[config.mk]
export PLATFORM = sky130hd
export DESIGN_NAME = password_mix_hash64_core
export DESIGN_NICKNAME = d
export VERILOG_FILES = /design/src/rtl/core/pmh64_pkg.sv /design/src/rtl/core/password_mix_hash64_core.sv /design/src/rtl/core/pmh64_ctrl.sv /design/src/rtl/core/pmh64_dp.sv
export SDC_FILE = /design/constraint.sdc
export NUM_CORES = 2
export LEC_CHECK = 0
export BUFFER_PORTS_ARGS = -buffer_cell sky130_fd_sc_hd__buf_2
export CAP_MARGIN = 20
export CORE_MARGIN = 4
export CORE_UTILIZATION = 46
export CTS_BUF_LIST = sky130_fd_sc_hd__clkbuf_8
export DETAILED_ROUTE_END_ITERATION = 10
export PLACE_DENSITY = 0.65
export SYNTH_ARGS = -nofsm -noshare
export SYNTH_HDL_FRONTEND = slang
export SYNTH_HIERARCHICAL = 1
export SYNTH_SLANG_ARGS = --single-unit
[constraint.sdc]
create_clock -name aclk -period 10.8 [get_ports aclk]
set_clock_uncertainty 0.2 [all_clocks]
set_input_delay 0.54 -clock aclk [delete_from_list [all_inputs] [get_ports aclk]]
set_output_delay 0.54 -clock aclk [all_outputs]
set_load 0.005 [all_outputs]
[src/rtl/core/pmh64_pkg.sv]
// ----------------------------------------------------------------------------
// pmh64_pkg
// Shared types, constants and helpers of the 64-bit password mix hash core.
// ----------------------------------------------------------------------------
package pmh64_pkg;

    // polynomial modulus and running-power base
    localparam logic [29:0] MOD_P      = 30'd1000000007;
    localparam logic [5:0]  POLY_BASE  = 6'd31;

    // reduction datapath width and helper constants
    localparam int          RED_W      = 41;
    localparam logic [40:0] MOD_2P64   = 41'd582344008;     // 2^64 mod p
    localparam logic [40:0] MOD_BIAS   = 41'd275000001925;  // 275 * p, lifts terms positive
    localparam int          RED_TOP    = 11;                // highest divisor shift

    // mix word constants
    localparam logic [63:0] SALT_RESET = 64'd3735928559;
    localparam logic [63:0] LCG_MUL    = 64'd6364136223846793005;
    localparam logic [63:0] LCG_ADD    = 64'd1442695040888963407;
    localparam logic [31:0] FINAL_MUL  = 32'd2654435761;

    // byte offset applied to the polynomial term
    localparam logic signed [8:0] TERM_OFS = 9'sd96;

    typedef enum logic [3:0] {
        ST_IDLE,
        ST_PREP,
        ST_RED1,
        ST_RED2,
        ST_RED3,
        ST_RED4,
        ST_FIN1,
        ST_FIN2,
        ST_OUT
    } pmh64_state_t;

    // shared multiplier operand pairs
    typedef enum logic [2:0] {
        MUL_MIX_LL,
        MUL_MIX_HL,
        MUL_MIX_LH,
        MUL_FIN_L,
        MUL_FIN_H
    } pmh64_mul_sel_t;

    // accumulator operation
    typedef enum logic [1:0] {
        ACC_HOLD,
        ACC_LOAD,
        ACC_ADD_HI
    } pmh64_acc_op_t;

    typedef struct packed {
        logic           accept;     // input transfer this cycle
        logic           prep;       // load reduction operands
        logic           red_step;   // three restoring subtract steps
        logic           lcg_done;   // write back mix word
        logic           poly_done;  // write back sum and power
        pmh64_mul_sel_t mul_sel;
        pmh64_acc_op_t  acc_op;
        logic           out_load;   // digest into output register
    } pmh64_cmd_t;

    typedef struct packed {
        logic last;       // current byte ends the message
        logic out_free;   // output register can take a digest
    } pmh64_sts_t;

    // three compare-subtract steps against d, d/2, d/4
    function automatic logic [RED_W-1:0] red_sub3(input logic [RED_W-1:0] x,
                                                  input logic [RED_W-1:0] d);
        logic [RED_W-1:0] r;
        logic [RED_W-1:0] dj;
        r = x;
        for (int j = 0; j < 3; j++) begin
            dj = d >> j;
            if (r >= dj) begin
                r = r - dj;
            end
        end
        return r;
    endfunction

endpackage

[src/rtl/core/password_mix_hash64_core.sv]
// ----------------------------------------------------------------------------
// password_mix_hash64_core
// Streaming 64-bit password mix hash: one byte per transfer, one digest per
// message after the byte marked with tlast.
// ----------------------------------------------------------------------------
// Each byte passes through an accept state, an operand state and four
// reduction states before the next byte can be taken. The pace is set by the
// restoring reduction modulo p, which retires three quotient bits a cycle,
// and by the single shared 32x32 multiplier that builds the 64-bit mix product
// from three partial products in the operand and first two reduction states.
// The last byte of a message adds two multiplier passes for the digest and the
// load of the output register, and that load waits while the register is full.
// Bytes of the next message keep flowing while a digest waits there.
// The salt is loaded into the mix word at the first byte of each message.
module password_mix_hash64_core (
    input  logic        aclk,
    input  logic        aresetn,
    // configuration: salt
    input  logic        cfg_wr_en,
    input  logic [63:0] cfg_wr_data,
    // input stream
    input  logic        s_tvalid,
    output logic        s_tready,
    input  logic [7:0]  s_tdata,   // [7:0] data_byte
    input  logic        s_tlast,
    // digest stream
    output logic        m_tvalid,
    input  logic        m_tready,
    output logic [63:0] m_tdata    // [63:0] digest
);
    import pmh64_pkg::*;

    pmh64_cmd_t cmd;
    pmh64_sts_t sts;

    // sequencer
    pmh64_ctrl u_ctrl (
        .aclk     (aclk),
        .aresetn  (aresetn),
        .s_tvalid (s_tvalid),
        .s_tready (s_tready),
        .sts      (sts),
        .cmd      (cmd)
    );

    // datapath
    pmh64_dp u_dp (
        .aclk        (aclk),
        .aresetn     (aresetn),
        .cfg_wr_en   (cfg_wr_en),
        .cfg_wr_data (cfg_wr_data),
        .s_tdata     (s_tdata),
        .s_tlast     (s_tlast),
        .cmd         (cmd),
        .sts         (sts),
        .m_tvalid    (m_tvalid),
        .m_tready    (m_tready),
        .m_tdata     (m_tdata)
    );

endmodule

[src/rtl/core/pmh64_ctrl.sv]
// ----------------------------------------------------------------------------
// pmh64_ctrl
// Sequencer of the hash core: steps each byte through operand prep, the
// shared multiplier and the modular reduction, then the final digest.
// ----------------------------------------------------------------------------
module pmh64_ctrl (
    input  logic                  aclk,
    input  logic                  aresetn,
    input  logic                  s_tvalid,
    output logic                  s_tready,
    input  pmh64_pkg::pmh64_sts_t sts,
    output pmh64_pkg::pmh64_cmd_t cmd
);
    import pmh64_pkg::*;

    pmh64_state_t state_reg;
    pmh64_state_t state_next;

    // state register
    always_ff @(posedge aclk) begin
        if (!aresetn) begin
            state_reg <= ST_IDLE;
        end else begin
            state_reg <= state_next;
        end
    end

    // next state
    always_comb begin
        state_next = state_reg;
        case (state_reg)
            ST_IDLE: begin
                if (s_tvalid) begin
                    state_next = ST_PREP;
                end
            end
            ST_PREP: state_next = ST_RED1;
            ST_RED1: state_next = ST_RED2;
            ST_RED2: state_next = ST_RED3;
            ST_RED3: state_next = ST_RED4;
            ST_RED4: state_next = sts.last ? ST_FIN1 : ST_IDLE;
            ST_FIN1: state_next = ST_FIN2;
            ST_FIN2: state_next = ST_OUT;
            ST_OUT: begin
                if (sts.out_free) begin
                    state_next = ST_IDLE;
                end
            end
            default: state_next = ST_IDLE;
        endcase
    end

    // command outputs
    always_comb begin
        cmd           = '0;
        cmd.mul_sel   = MUL_MIX_LL;
        cmd.acc_op    = ACC_HOLD;
        s_tready      = 1'b0;
        case (state_reg)
            ST_IDLE: begin
                s_tready   = 1'b1;
                cmd.accept = s_tvalid;
            end
            ST_PREP: begin
                cmd.prep    = 1'b1;
                cmd.mul_sel = MUL_MIX_LL;
                cmd.acc_op  = ACC_LOAD;
            end
            ST_RED1: begin
                cmd.red_step = 1'b1;
                cmd.mul_sel  = MUL_MIX_HL;
                cmd.acc_op   = ACC_ADD_HI;
            end
            ST_RED2: begin
                cmd.red_step = 1'b1;
                cmd.mul_sel  = MUL_MIX_LH;
                cmd.acc_op   = ACC_ADD_HI;
            end
            ST_RED3: begin
                cmd.red_step = 1'b1;
                cmd.lcg_done = 1'b1;
            end
            ST_RED4: begin
                cmd.red_step  = 1'b1;
                cmd.poly_done = 1'b1;
            end
            ST_FIN1: begin
                cmd.mul_sel = MUL_FIN_L;
                cmd.acc_op  = ACC_LOAD;
            end
            ST_FIN2: begin
                cmd.mul_sel = MUL_FIN_H;
                cmd.acc_op  = ACC_ADD_HI;
            end
            ST_OUT: begin
                cmd.out_load = sts.out_free;
            end
            default: begin
                cmd = '0;
            end
        endcase
    end

endmodule

[src/rtl/core/pmh64_dp.sv]
// ----------------------------------------------------------------------------
// pmh64_dp
// Datapath of the hash core: salt register, polynomial sum and power with
// restoring reduction modulo p, mix word with a shared 32x32 multiplier,
// and the output register.
// ----------------------------------------------------------------------------
module pmh64_dp (
    input  logic                  aclk,
    input  logic                  aresetn,
    input  logic                  cfg_wr_en,
    input  logic [63:0]           cfg_wr_data,
    input  logic [7:0]            s_tdata,
    input  logic                  s_tlast,
    input  pmh64_pkg::pmh64_cmd_t cmd,
    output pmh64_pkg::pmh64_sts_t sts,
    output logic                  m_tvalid,
    input  logic                  m_tready,
    output logic [63:0]           m_tdata
);
    import pmh64_pkg::*;

    logic [63:0]      salt_reg;
    logic             in_msg_reg;
    logic [29:0]      sum_reg;
    logic [29:0]      power_reg;
    logic [2:0]       slot_reg;
    logic [63:0]      mix_reg;
    logic [7:0]       byte_reg;
    logic             last_reg;
    logic [RED_W-1:0] red_a_reg;
    logic [RED_W-1:0] red_b_reg;
    logic [RED_W-1:0] div_reg;
    logic [63:0]      acc_reg;
    logic             out_valid_reg;
    logic [63:0]      out_data_reg;

    logic [63:0]        sext64;
    logic [63:0]        mix_xor;
    logic signed [8:0]  coef;
    logic signed [30:0] pw_s;
    logic signed [39:0] term;
    logic signed [40:0] sum_v;
    logic signed [40:0] sum_w;
    logic [RED_W-1:0]   red_a_init;
    logic [RED_W-1:0]   red_b_init;
    logic [RED_W-1:0]   red_a_next;
    logic [RED_W-1:0]   red_b_next;
    logic [63:0]        comb_word;
    logic [31:0]        mul_a;
    logic [31:0]        mul_b;
    logic [63:0]        mul_p;
    logic [63:0]        acc_next;
    logic               out_free;

    // salt register
    always_ff @(posedge aclk) begin
        if (!aresetn) begin
            salt_reg <= SALT_RESET;
        end else if (cfg_wr_en) begin
            salt_reg <= cfg_wr_data;
        end
    end

    // byte xored into the mix word at its slot
    assign sext64  = {{56{s_tdata[7]}}, s_tdata};
    assign mix_xor = (in_msg_reg ? mix_reg : salt_reg) ^ (sext64 << {slot_reg, 3'b000});

    // polynomial term, lifted into a positive range congruent mod p
    assign coef  = $signed({byte_reg[7], byte_reg}) - TERM_OFS;
    assign pw_s  = $signed({1'b0, power_reg});
    assign term  = 40'(coef) * 40'(pw_s);
    assign sum_v = $signed({11'b0, sum_reg}) + 41'(term);
    assign sum_w = sum_v[40] ? (sum_v + $signed(MOD_2P64)) : sum_v;
    assign red_a_init = $unsigned(sum_w) + MOD_BIAS;
    assign red_b_init = ({11'b0, power_reg} << 5) - {11'b0, power_reg};

    // restoring reduction steps
    assign red_a_next = red_sub3(red_a_reg, div_reg);
    assign red_b_next = red_sub3(red_b_reg, div_reg);

    // value fed to the final multiply
    assign comb_word = {34'b0, sum_reg} ^ {16'b0, mix_reg[63:16]};

    // shared multiplier operand select
    always_comb begin
        mul_a = mix_reg[31:0];
        mul_b = LCG_MUL[31:0];
        case (cmd.mul_sel)
            MUL_MIX_LL: begin
                mul_a = mix_reg[31:0];
                mul_b = LCG_MUL[31:0];
            end
            MUL_MIX_HL: begin
                mul_a = mix_reg[63:32];
                mul_b = LCG_MUL[31:0];
            end
            MUL_MIX_LH: begin
                mul_a = mix_reg[31:0];
                mul_b = LCG_MUL[63:32];
            end
            MUL_FIN_L: begin
                mul_a = comb_word[31:0];
                mul_b = FINAL_MUL;
            end
            MUL_FIN_H: begin
                mul_a = comb_word[63:32];
                mul_b = FINAL_MUL;
            end
            default: begin
                mul_a = mix_reg[31:0];
                mul_b = LCG_MUL[31:0];
            end
        endcase
    end

    assign mul_p = {32'b0, mul_a} * {32'b0, mul_b};

    // accumulator of partial products, low 64 bits kept
    always_comb begin
        acc_next = acc_reg;
        case (cmd.acc_op)
            ACC_HOLD:   acc_next = acc_reg;
            ACC_LOAD:   acc_next = mul_p;
            ACC_ADD_HI: acc_next = acc_reg + {mul_p[31:0], 32'b0};
            default:    acc_next = acc_reg;
        endcase
    end

    always_ff @(posedge aclk) begin
        acc_reg <= acc_next;
    end

    // message state
    always_ff @(posedge aclk) begin
        if (!aresetn) begin
            in_msg_reg <= 1'b0;
            sum_reg    <= '0;
            power_reg  <= 30'd1;
            slot_reg   <= '0;
        end else if (cmd.out_load) begin
            in_msg_reg <= 1'b0;
            sum_reg    <= '0;
            power_reg  <= 30'd1;
            slot_reg   <= '0;
        end else begin
            if (cmd.accept) begin
                in_msg_reg <= 1'b1;
            end
            if (cmd.poly_done) begin
                sum_reg   <= red_a_next[29:0];
                power_reg <= red_b_next[29:0];
                slot_reg  <= slot_reg + 3'd1;
            end
        end
    end

    // byte, mix word and reduction registers
    always_ff @(posedge aclk) begin
        if (cmd.accept) begin
            byte_reg <= s_tdata;
            last_reg <= s_tlast;
            mix_reg  <= mix_xor;
        end else if (cmd.lcg_done) begin
            mix_reg  <= acc_reg + LCG_ADD;
        end
        if (cmd.prep) begin
            red_a_reg <= red_a_init;
            red_b_reg <= red_b_init;
            div_reg   <= {11'b0, MOD_P} << RED_TOP;
        end else if (cmd.red_step) begin
            red_a_reg <= red_a_next;
            red_b_reg <= red_b_next;
            div_reg   <= div_reg >> 3;
        end
    end

    // output register
    assign out_free = !out_valid_reg || m_tready;

    always_ff @(posedge aclk) begin
        if (!aresetn) begin
            out_valid_reg <= 1'b0;
        end else if (cmd.out_load) begin
            out_valid_reg <= 1'b1;
        end else if (m_tready) begin
            out_valid_reg <= 1'b0;
        end
    end

    always_ff @(posedge aclk) begin
        if (cmd.out_load) begin
            out_data_reg <= acc_reg;
        end
    end

    assign m_tvalid     = out_valid_reg;
    assign m_tdata      = out_data_reg;
    assign sts.last     = last_reg;
    assign sts.out_free = out_free;

endmodule
Word level (Yosys, flattened, before mapping)
Cells that the tools add are included.
{"block": "totals", "ff_bits": 457, "latchBits": 0, "ramBits": 0, "romBits": 0, "inputBits": 78, "out_inout_bits": 66, "wordCells": 99, "n_memories": 0}
{"block": "classes", "n_addsub": 14, "multipliers": 2, "div_mod_pow": 0, "n_lt_le_gt_ge": 6, "n_eq_ne": 16, "shifts": 1, "mux": 31, "n_bitwise": 3, "reduce_logical": 11}
{"cell": "41-bit two-way mux", "n": 11}
{"cell": "64-bit two-way mux", "n": 3}
{"cell": "64-bit case mux with 2 select lines", "n": 1}
{"cell": "32-bit case mux with 3 select lines", "n": 1}
{"cell": "41-bit by 39-bit >= comparator with 1-bit output", "n": 2}
{"cell": "41-bit by 40-bit >= comparator with 1-bit output", "n": 2}
{"cell": "41-bit >= comparator", "n": 2}
{"cell": "41-bit by 39-bit subtractor with 41-bit output", "n": 2}
{"cell": "41-bit by 40-bit subtractor with 41-bit output", "n": 2}
{"cell": "41-bit subtractor", "n": 2}
{"cell": "64-bit by 61-bit adder with 64-bit output (second input constant)", "n": 1}
{"cell": "64-bit adder", "n": 1}
{"cell": "32-bit by 32-bit multiplier with 64-bit output", "n": 1}
{"cell": "32-bit case mux with 2 select lines", "n": 1}
{"cell": "64-bit by 6-bit << shifter with 64-bit output", "n": 1}
{"cell": "64-bit bitwise XOR", "n": 1}
{"cell": "30-bit by 48-bit bitwise XOR with 48-bit output", "n": 1}
{"cell": "31-bit by 40-bit adder with 41-bit output", "n": 1}
{"cell": "41-bit by 31-bit adder with 41-bit output (second input constant)", "n": 1}
{"cell": "41-bit by 39-bit adder with 41-bit output (second input constant)", "n": 1}
{"cell": "9-bit by 31-bit multiplier with 40-bit output", "n": 1}
{"cell": "4-bit case mux with 9 select lines", "n": 1}
{"cell": "35-bit by 30-bit subtractor with 36-bit output", "n": 1}
{"cell": "5-bit case mux with 5 select lines", "n": 1}
{"cell": "24 further kinds", "n": 42}

Depth between registers and ports, before layout
{"block": "logic_depth", "ltp_word": 8, "mapped_depth": 48, "depth_no_buf": 46}

Modules after synthesis
Netlist, hierarchy kept.
{"mod": "pmh64_dp", "n_inst": 1, "cells_per_inst": 8613, "area_each_um2": 77025.1, "seq_area_each_um2": 11821.3}
{"mod": "pmh64_ctrl", "n_inst": 1, "cells_per_inst": 46, "area_each_um2": 316.6, "seq_area_each_um2": 80.1}

Worst setup path after synthesis
OpenSTA, ideal clock, no wires.
{"block": "synth_timing", "path_kind": "flip-flop to flip-flop", "from": "register u_ctrl.state_reg[1]", "to": "register u_dp.acc_reg[62] (data pin)", "setup_time_ns": 0.135, "arrival_time_ns": 10.216, "required_time_ns": 10.465, "slack_ns": 0.249, "stages_incl_launch_ff": 45, "n_path_buf": 3, "synth_period_minus_slack_ns": 10.551, "path_cell_list": "dfxtp_1 > clkbuf_1 > nand2b_1 > a21oi_1 > nor2_1 > and2_1 > clkbuf_1 > nor2_1 > clkbuf_1 > nor2_1 > o21ai_0 > o21a_1 > nand2_1 > nor2_1 > fa_1 > fa_1 > fa_1 > inv_1 > [... 9 more ...] > inv_1 > ha_1 > a21o_1 > a21o_1 > a21oi_1 > nand2_1 > a21o_1 > a21o_1 > xor2_1 > ha_1 > nand3_1 > a2111oi_0 > a2111o_1 > a31oi_1 > o21ai_0 > a2111oi_0 > a21oi_1 > nand3_1"}
{"element": "from (decl)", "line": "pmh64_ctrl.sv:16", "source": "pmh64_state_t state_reg;"}
{"element": "from (signal assigned)", "line": "pmh64_ctrl.sv:24", "source": "state_reg <= state_next;"}
{"element": "to (signal assigned)", "line": "pmh64_dp.sv:130", "source": "acc_reg <= acc_next;"}
{"element": "to (decl)", "line": "pmh64_dp.sv:33", "source": "logic [63:0] acc_reg;"}

Worst setup path after layout
{"block": "layout_timing", "from": "register u_dp.div_reg[1]", "to": "register u_dp.red_b_reg[1] (data pin)"}
{"block": "layout_between", "elab_chain_len": 8, "elab_cells_between_ends": 11, "classes_between": "add/sub (3); order compare (3); mux (5)"}
{"element": "from (decl)", "line": "pmh64_dp.sv:32", "source": "logic [RED_W-1:0] div_reg;"}
{"element": "from (signal assigned)", "line": "pmh64_dp.sv:169", "source": "div_reg <= {11'b0, MOD_P} << RED_TOP;"}
{"element": "from (signal assigned)", "line": "pmh64_dp.sv:173", "source": "div_reg <= div_reg >> 3;"}
{"element": "41-bit subtractor or 41-bit >= comparator (tied branches)", "line": "pmh64_pkg.sv:79, pmh64_pkg.sv:78"}
{"element": "41-bit two-way mux", "line": "pmh64_pkg.sv:78", "source": "if (r >= dj) begin"}
{"element": "41-bit by 40-bit subtractor with 41-bit output or 41-bit by 40-bit >= comparator with 1-bit output (tied branches)", "line": "pmh64_pkg.sv:79, pmh64_pkg.sv:78"}
{"element": "41-bit two-way mux *", "line": "pmh64_pkg.sv:78"}
{"element": "41-bit by 39-bit subtractor with 41-bit output or 41-bit by 39-bit >= comparator with 1-bit output (tied branches)", "line": "pmh64_pkg.sv:79, pmh64_pkg.sv:78"}
{"element": "41-bit two-way mux *", "line": "pmh64_pkg.sv:78"}
{"element": "41-bit two-way mux *", "line": "pmh64_dp.sv:170", "source": "end else if (cmd.red_step) begin"}
{"element": "41-bit two-way mux *", "line": "pmh64_dp.sv:166", "source": "if (cmd.prep) begin"}
{"element": "to (signal assigned)", "line": "pmh64_dp.sv:168", "source": "red_b_reg <= red_b_init;"}
{"element": "to (signal assigned)", "line": "pmh64_dp.sv:172", "source": "red_b_reg <= red_b_next;"}
{"element": "to (decl)", "line": "pmh64_dp.sv:31", "source": "logic [RED_W-1:0] red_b_reg;"}
Mark *: on every way between the ends. The rest lies on a longest branch, timed or not. The select of a mux whose other input is x is not followed.
A chain may end at the register's enable or synchronous reset.

==> impl_metrics.tcl <==
set metrics [dict create \
    hold_start "aresetn" \
    cp.required_ns 11.17 \
    start_util_pct 46.3 \
    wl_per_cell_um 25.4 \
    synthCells 8659 \
    final_common_cell "inv_1" \
    cts_htree_levels 3 \
    synthTopCellsByArea "fa_1 (25%), ha_1 (13%), edfxtp_1 (11%), inv_1 (7.1%), dfxtp_1 (4.4%)" \
    port_buffers 143 \
    layout_common_cells "inv_1 (1,487), buf_4 (1,163), fa_1 (964)" \
    cts_buffers 86 \
    synth_top_family_by_area "adder cells" \
    synth_edf_count 283 \
    path_buf_inv 10 \
    setup_ws_ns 0.302 \
    synthMuxAreaShare_pct 4.54 \
    rows 150 \
    ys_seq_elements 453 \
    clkSlewWorstSetupHoldPaths_ns 0.06 \
    status "complete, no violations" \
    place.gp.congestion 1.03 \
    nets 11800 \
    worstReg2RegEnd "u_dp/red_b_reg[1]" \
    area_growth_pct 19.9 \
    layout-drive-gt1-share_pct 18.0 \
    synth_xor_area_share_pct 5.93 \
    worst_pin_slew_ns 1.12 \
    globalRouteMet2Util_pct 60.0 \
    hold_path.class "in -> reg" \
    utilization_pct 55.5 \
    stdcell_count 12200 \
    slew_viol_final 0 \
    holdPathStages 3 \
    design.core.area_um2 167000 \
    ff2ff_path_depth 47 \
    r2r-start "u_dp/div_reg[1]" \
    crit_path_max_incr_delay_ns 0.53 \
    grt-ovfl-total 0 \
    critPathCaptureType "register" \
    busiest_layer "met2" \
    antenna_found_initial 4 \
    cts.path.max_buffers 3 \
    dp_hpwl_mm 264 \
    cpMaxStageDelayCell "a311o_2" \
    detailedRoute.firstIterationViolations 5065 \
    preCtsSetupSlack_ns -1.19 \
    die_w_um 418 \
    synth_flop_cell "edfxtp_1" \
    yosys_warnings 6 \
    num_io_pins 144 \
    globalRouteMet3Util_pct 4.61 \
    dieArea_um2 175000 \
    cpMostUsedCell "buf_4" \
    first_pass_iters 6 \
    synth_nets 10500 \
    viasPerCell 5.64 \
    cts_tree "done" \
    yosysSeqAreaShare_pct 15.4 \
    critPathKind "reg -> reg" \
    path_delay_family "compound AO/OA/AOI/OAI gates" \
    setup_viol 0 \
    drt_wl_total_mm 309 \
    hold_viol_final 0 \
    worstPathArrival_ns 10.87 \
    slew_headroom_pct 25.2 \
    yosysTopAreaCellShare_pct 25.1 \
    synth-simple-area-share_pct 12.4 \
    synth_fa_ha_area_share_pct 38.3 \
    met1_usage_pct 41.3 \
    nFillCells 15400 \
    cts_root_buf "clkbuf_8" \
    clock_sinks 453 \
    cp-start-kind "register" \
    vias 68700 \
    maxCapViolCount 0 \
    min_period_ns 10.50 \
    synth_cell_types 100 \
    avgSynthCellArea_um2 8.93 \
    synth_area_um2 77300 \
    die_h_um 418 \
    track_usage_pct 35.1 \
    holdPathEnd "u_dp/salt_reg[2]" \
    grt_start_max_net_pins 102 \
    crit_fanout 7 \
    hold_ws_ns 0.147 \
    synth_area_leader_cell "fa_1" \
    ant_nets 0 \
    fmax_ghz 0.0953 \
    clk_latency_ns 0.82 \
    timing.final.crit_share_pct 97.2 \
    grt_pass1_vias 71400 \
    synthArstFlopShare_pct 0 \
    place_inst 11900 \
    synth-compound-area-share_pct 14.9 \
    drc 0 \
    r2r_setup_slack_ns 0.30 \
    grt_pass1_wl_mm 455 \
]
-- worst max-delay path by stage --
stage,startpoint,end,slack [ns],cells past startpoint
3_5_place_dp,u_dp/div_reg[1],u_dp/red_b_reg[1],-1.19,45
2_1_floorplan,u_ctrl/state_reg[1],u_dp/acc_reg[62],0.25,44
6_report,u_dp/div_reg[1],u_dp/red_b_reg[1],0.30,47
4_1_cts,u_ctrl/state_reg[0],u_dp/acc_reg[62],0.004,40
3_3_place_gp,u_dp/div_reg[1],u_dp/red_b_reg[1],-1.09,45
5_1_grt,u_dp/red_a_reg[1],u_dp/red_a_reg[40],-0.11,47
-- kinds of logic after synthesis --
group,after synthesis
flops,453
mux,341
xor+xnor,521
compound gates,1797
fa+ha+maj,1784
buf+inv,1746
simple gates,2017
-- worst reg2reg max path, delay by kind of cell (launching register included) --
kind | cells | cell delay (ns)
compound gates | 25 | 4.67
fa+ha+maj | 3 | 0.91
buf+inv | 10 | 1.58
flops | 1 | 0.32
mux | 3 | 0.92
simple gates | 6 | 1.62
-- synth_stat cells (all sizes together), types with 46 or more instances --
| library cell | instances |
|---|---|
| mux2 | 76 |
| nor3 | 114 |
| or3 | 46 |
| inv | 1467 |
| nand2 | 576 |
| ha | 816 |
| and3 | 50 |
| nor2b | 125 |
| a21o | 210 |
| nor2 | 564 |
| a31oi | 65 |
| and2 | 141 |
| mux2i | 265 |
| fa | 968 |
| nand3 | 130 |
| xnor2 | 338 |
| xor2 | 183 |
| o21bai | 62 |
| edfxtp | 283 |
| nand2b | 79 |
| a211oi | 74 |
| nand4 | 59 |
| dfxtp | 170 |
| buf | 56 |
| o21ai | 386 |
| clkbuf | 221 |
| a21oi | 547 |
| o21a | 95 |
-- stage by stage --
stage | area, µm² | TNS, ns
finish | 92700 | 0
global route | 92700 | -1.41
CTS | 91800 | 0
detailed placement | 88800 | -78.10
global placement | 88800 | -70.52
floorplan | 77300 | 0
-- layer usage --
| metal | wire length (µm) | vias to the layer above |
|---|---|---|
| li1 | - | 31500 |
| met1 | 117000 | 33700 |
| met2 | 148000 | 2640 |
| met3 | 18100 | 773 |
| met4 | 25900 | 0 |
| met5 | 0 | - |
-- what timing repair did --
item	CTS	global route
pin swaps	9	37
buffers inserted	3	32
setup endpoints to repair	91	160
hold buffers	92	0
resized for setup	68	159
hold endpoints to repair	76	0
-- final cells by class --
| type | count | area [µm²] | area share (%) |
|---|---|---|---|
| multi-input cells | 6460 | 59800 | 64.5 |
| flip-flops and latches | 453 | 11900 | 12.8 |
| repair buffers | 1429 | 10900 | 11.8 |
| inverters | 1469 | 5530 | 5.96 |
| well taps | 2204 | 2760 | 2.97 |
| clock buffers | 96 | 1320 | 1.42 |
| clock inverters | 65 | 498 | 0.537 |
| diodes | 4 | 10.0 | 0.0108 |
Power is not shown: default switching activity piles up to over one toggle a cycle in this logic, so the estimate is an artifact.
